File: src/design/q2e_pkg.sv
package q2e_pkg;

	// Default sizes
	localparam int QUAT_W_DEF  = 16;
	localparam int ANGLE_W_DEF = 16;
	localparam int STEPS_DEF   = 16;

	// Internal Q.28 word and CORDIC widths
	localparam int DW = 36;
	localparam int CW = DW + 2;
	localparam int ZW = 35;

	localparam longint PI_Q30      = 64'sd3373259426;
	localparam longint HALF_PI_Q30 = 64'sd1686629713;
	localparam longint ONE_Q28     = 64'sd268435456;

	// Square root runs one result bit per stage over a Q.56 radicand
	localparam int SQ_STEPS = 29;
	localparam int SQ_W     = 58;

	typedef struct packed {
		logic signed [DW-1:0] sr;
		logic signed [DW-1:0] cr;
		logic signed [DW-1:0] sy;
		logic signed [DW-1:0] cy;
		logic signed [DW-1:0] sp;
	} item_t;

	// atan(2^-i) in Q.30
	function automatic logic signed [ZW-1:0] atan_q30(input int i);
		logic signed [ZW-1:0] r;
		unique case (i)
			0:  r = 35'sd843314857;
			1:  r = 35'sd497837829;
			2:  r = 35'sd263043837;
			3:  r = 35'sd133525159;
			4:  r = 35'sd67021687;
			5:  r = 35'sd33543516;
			6:  r = 35'sd16775851;
			7:  r = 35'sd8388437;
			8:  r = 35'sd4194283;
			9:  r = 35'sd2097149;
			10: r = 35'sd1048576;
			11: r = 35'sd524288;
			12: r = 35'sd262144;
			13: r = 35'sd131072;
			14: r = 35'sd65536;
			15: r = 35'sd32768;
			16: r = 35'sd16384;
			17: r = 35'sd8192;
			18: r = 35'sd4096;
			19: r = 35'sd2048;
			20: r = 35'sd1024;
			21: r = 35'sd512;
			22: r = 35'sd256;
			23: r = 35'sd128;
			24: r = 35'sd64;
			25: r = 35'sd32;
			26: r = 35'sd16;
			27: r = 35'sd8;
			28: r = 35'sd4;
			29: r = 35'sd2;
			30: r = 35'sd1;
			default: r = '0;
		endcase
		return r;
	endfunction

endpackage

File: src/design/q2e_fifo.sv
module q2e_fifo
	import q2e_pkg::*;
(
	input  logic  clk,
	input  logic  arst_n,
	input  logic  push,
	input  item_t wdata,
	input  logic  pop,
	output item_t rdata,
	output logic  empty,
	output logic  full
);

	item_t       mem_q [2];
	logic        wr_q, rd_q;
	logic [1:0]  cnt_q;

	always_ff @(posedge clk) begin
		if (push)
			mem_q[wr_q] <= wdata;
	end

	always_ff @(posedge clk or negedge arst_n) begin
		if (!arst_n) begin
			wr_q  <= 1'b0;
			rd_q  <= 1'b0;
			cnt_q <= 2'd0;
		end else begin
			if (push)
				wr_q <= ~wr_q;
			if (pop)
				rd_q <= ~rd_q;
			cnt_q <= cnt_q + 2'(push) - 2'(pop);
		end
	end

	assign rdata = mem_q[rd_q];
	assign empty = (cnt_q == 2'd0);
	assign full  = (cnt_q == 2'd2);

`ifndef NO_ASSERTIONS
	a_no_overflow: assert property (@(posedge clk) disable iff (!arst_n) !(push && full))
		else $error("queue overflow");
	a_no_underflow: assert property (@(posedge clk) disable iff (!arst_n) !(pop && empty))
		else $error("queue underflow");
	a_ptr_match: assert property (@(posedge clk) disable iff (!arst_n)
		(cnt_q == 2'd1) == (wr_q != rd_q))
		else $error("queue pointers out of step");
`endif

endmodule

File: config.mk
export PLATFORM = sky130hd
export DESIGN_NAME = q2e_fifo
export DESIGN_NICKNAME = d
export VERILOG_FILES = /design/src/design/q2e_pkg.sv /design/src/design/q2e_fifo.sv
export SDC_FILE = /design/constraint.sdc
export NUM_CORES = 1
export LEC_CHECK = 0
export BUFFER_PORTS_ARGS = -buffer_cell sky130_fd_sc_hd__buf_2
export CAP_MARGIN = 30
export CORE_MARGIN = 4
export CORE_UTILIZATION = 47
export DETAILED_ROUTE_END_ITERATION = 10
export PLACE_DENSITY_LB_ADDON = 0.15
export SKIP_LAST_GASP = 1
export SYNTH_ARGS = -nofsm -noshare
export SYNTH_HDL_FRONTEND = slang
export SYNTH_SLANG_ARGS = --single-unit
File: constraint.sdc
create_clock -name clk -period 9.5 [get_ports clk]
set_clock_uncertainty 0.2 [all_clocks]
set_input_delay 0 -clock clk [delete_from_list [all_inputs] [get_ports clk]]
set_output_delay 0 -clock clk [all_outputs]
set_load 0.1 [all_outputs]
==> run metrics <==
met3 Use GR 6.86%; GRT Overall Usage 18.8%; first-pass GRT wire length 45600 um; maxcap violations 0; Root Driver clkbuf_16; worst skew pair latency 0.50 ns; vias in the first global route 8252; Syn Nets 761; row count 61; I/O pin count 366; f_max 302 MHz; WP data required 9.30 ns; detailed-placement wirelength estimate 18800 um; Slew Viols, Final 0; reg2reg path depth 4; total grt overflow 0; WS Path Type reg2out; setup violators final 0; vias 7601; period utilization 34.9%; r2r endpoint mem_q[0][158]; fin crit period 3.31 ns; Ys Warns 0; R2R Setup Slk 6.85 ns; Mapped Cells 575; dpl ws 6.50 ns; worst path bufs/invs 3; Fin Setup TNS 0 ns; detailed-router iteration count before antenna repair 4; CTS-repair resized insts 0; DRT antenna net count 0; # fillers 1898; actual slew at the worst max-slew pin 0.976 ns; Port Buffers 365; Yosys reg bits 364; CTS tree yes; Hold WS 0.0186 ns; share of layout cells above drive strength 1 50.4%; Initial DRC Count 465; min-delay src wdata[39]; Tightest Hold Check Type in2reg; GP Congestion 0.730; crit-path max cell delay 1.08 ns; GR Util met2 32.6%; Max clock buf depth 3; Final #Nets 1371; GRT met1 Usage 22.0%; CTS Buf Count 38; chip width 178 um; H-tree level count 2; antenna violations before repair 3; starting density of the core 48.2%; slowest library cell on the worst path dfrtp_4; register area share after synthesis 80.6%; largest net degree at the start of global routing 72; outcome completed; hold path cells 2; Residual DRC 0; area occupied by multi-input gates 2460 um2; Critical Path Sink Type primary output; reg2reg start wr_q; via/cell ratio 4.79; final hold violations 0; Crit Path Max Fanout 67; Seq. cell area 10900 um2; startpoint types register; Worst Path Arrival 3.11 ns; die height 178 um; setup slack after layout 6.19 ns; Slew headroom 34.9%; Sink Count 364; Clock Pin Slew Worst Setup and Hold Paths 0.06 ns; Hold EP mem_q[1][39]; area growth from synthesis to layout 41.3%; overall routed net length 30300 um; Largest delay share family, worst path buffers and inverters; Core Footprint 28100 um2; unrepaired setup endpoints after global routing false; die footprint 31600 um2; wire per inst 19.1 um; GR peak layer met2; Yosys cell types 13; mapped cell area 13500 um2; CP cell instances buf_4, buf_16, mux2_2, buf_2; average cell area after synthesis 23.5 um2
synthesized netlist by cell type:
cell type | number | area [um2]
and2_1 | 1 | 6.26
buf_2 | 9 | 45.0
buf_6 | 11 | 124
dfrtp_1 | 4 | 100
edfxtp_1 | 360 | 10800
ha_1 | 2 | 25.0
inv_1 | 2 | 7.51
mux2_2 | 90 | 1010
mux2_4 | 90 | 1350
nor2_1 | 1 | 3.75
nor2b_1 | 2 | 12.5
xor2_1 | 2 | 17.5
xor3_1 | 1 | 23.8
logic make-up (layout without fill, tap and decap cells):
kind of cell	after synthesis	in the layout	synth area share [%]
flip-flops	364	364	80.6
multiplexers	180	180	17.5
buffers and inverters	22	654	1.30
XOR/XNOR	3	3	0.305
other	0	3	0
adder cells (fa/ha/maj)	2	2	0.185
AND/OR/NAND/NOR	4	4	0.166
how the worst max path moves through the flow:
stage,startpoint,to,slack (ns),depth (start not counted)
after floorplan,wr_q,mem_q[0][0],0.21,1
after global placement,rd_q,rdata[23],6.43,3
after global routing,rd_q,rdata[28],6.04,4
final,rd_q,rdata[28],6.19,4
after detailed placement,rd_q,rdata[74],6.50,3
after CTS,rd_q,rdata[16],5.94,3
layout make-up:
cell class	count	share of cell area [%]
repair buffers	590	21.6
flip-flops and latches	364	57.0
well taps	378	2.47
inverters	2	0.0392
clock inverters	10	0.229
clock buffers	52	5.73
multi-input cells	189	12.9
diodes	3	0.0392
state kept, by name (all words and copies together), names as in the netlist:
signal  flops
wr_q        1
mem_q     360
cnt_q       2
rd_q        1
placed cells by master (no fill, tap or decap), types with 5 or more instances in the layout:
| cell | synthesis | final |
|---|---|---|
| mux2_4 | 90 | 90 |
| clkbuf_1 | 0 | 8 |
| mux2_2 | 90 | 90 |
| clkinv_2 | 0 | 5 |
| buf_4 | 0 | 7 |
| dlygate4sd3_1 | 0 | 214 |
| buf_2 | 9 | 365 |
| clkbuf_16 | 0 | 41 |
| edfxtp_1 | 360 | 360 |
| clkinv_1 | 0 | 5 |
stage by stage:
step	cells	util, %	cell area (um2)
4_1_cts	1583	67.9	19100
2_1_floorplan	575	-	13500
6_report	1588	68.1	19100
3_5_place_dp	1307	56.2	15800
3_3_place_gp	1305	56.0	15700
5_1_grt	1588	68.1	19100
routing by layer:
layer  share of wire, %  vias up  wire (um)
met5                  0        -          0
met4                2.5        0        752
met3                9.0       53       2720
met2                 50      315      15200
met1                 38     3706      11700
li1                   -     3527          -
repair_timing:
item	CTS	global route
hold buffers	214	0
endpoints found under the hold margin	413	0
buffers inserted	0	0
worst reg2reg max path, cell delays in order (launching register included):
cell	delay (ns)
dfrtp_1	0.42
nor2b_4	0.60
buf_4	0.46
buf_4	0.25
buf_16	0.31
Power is left out: the tool's default activity adds up to more than one toggle a clock period on the data nets, which glitch-free logic cannot reach.
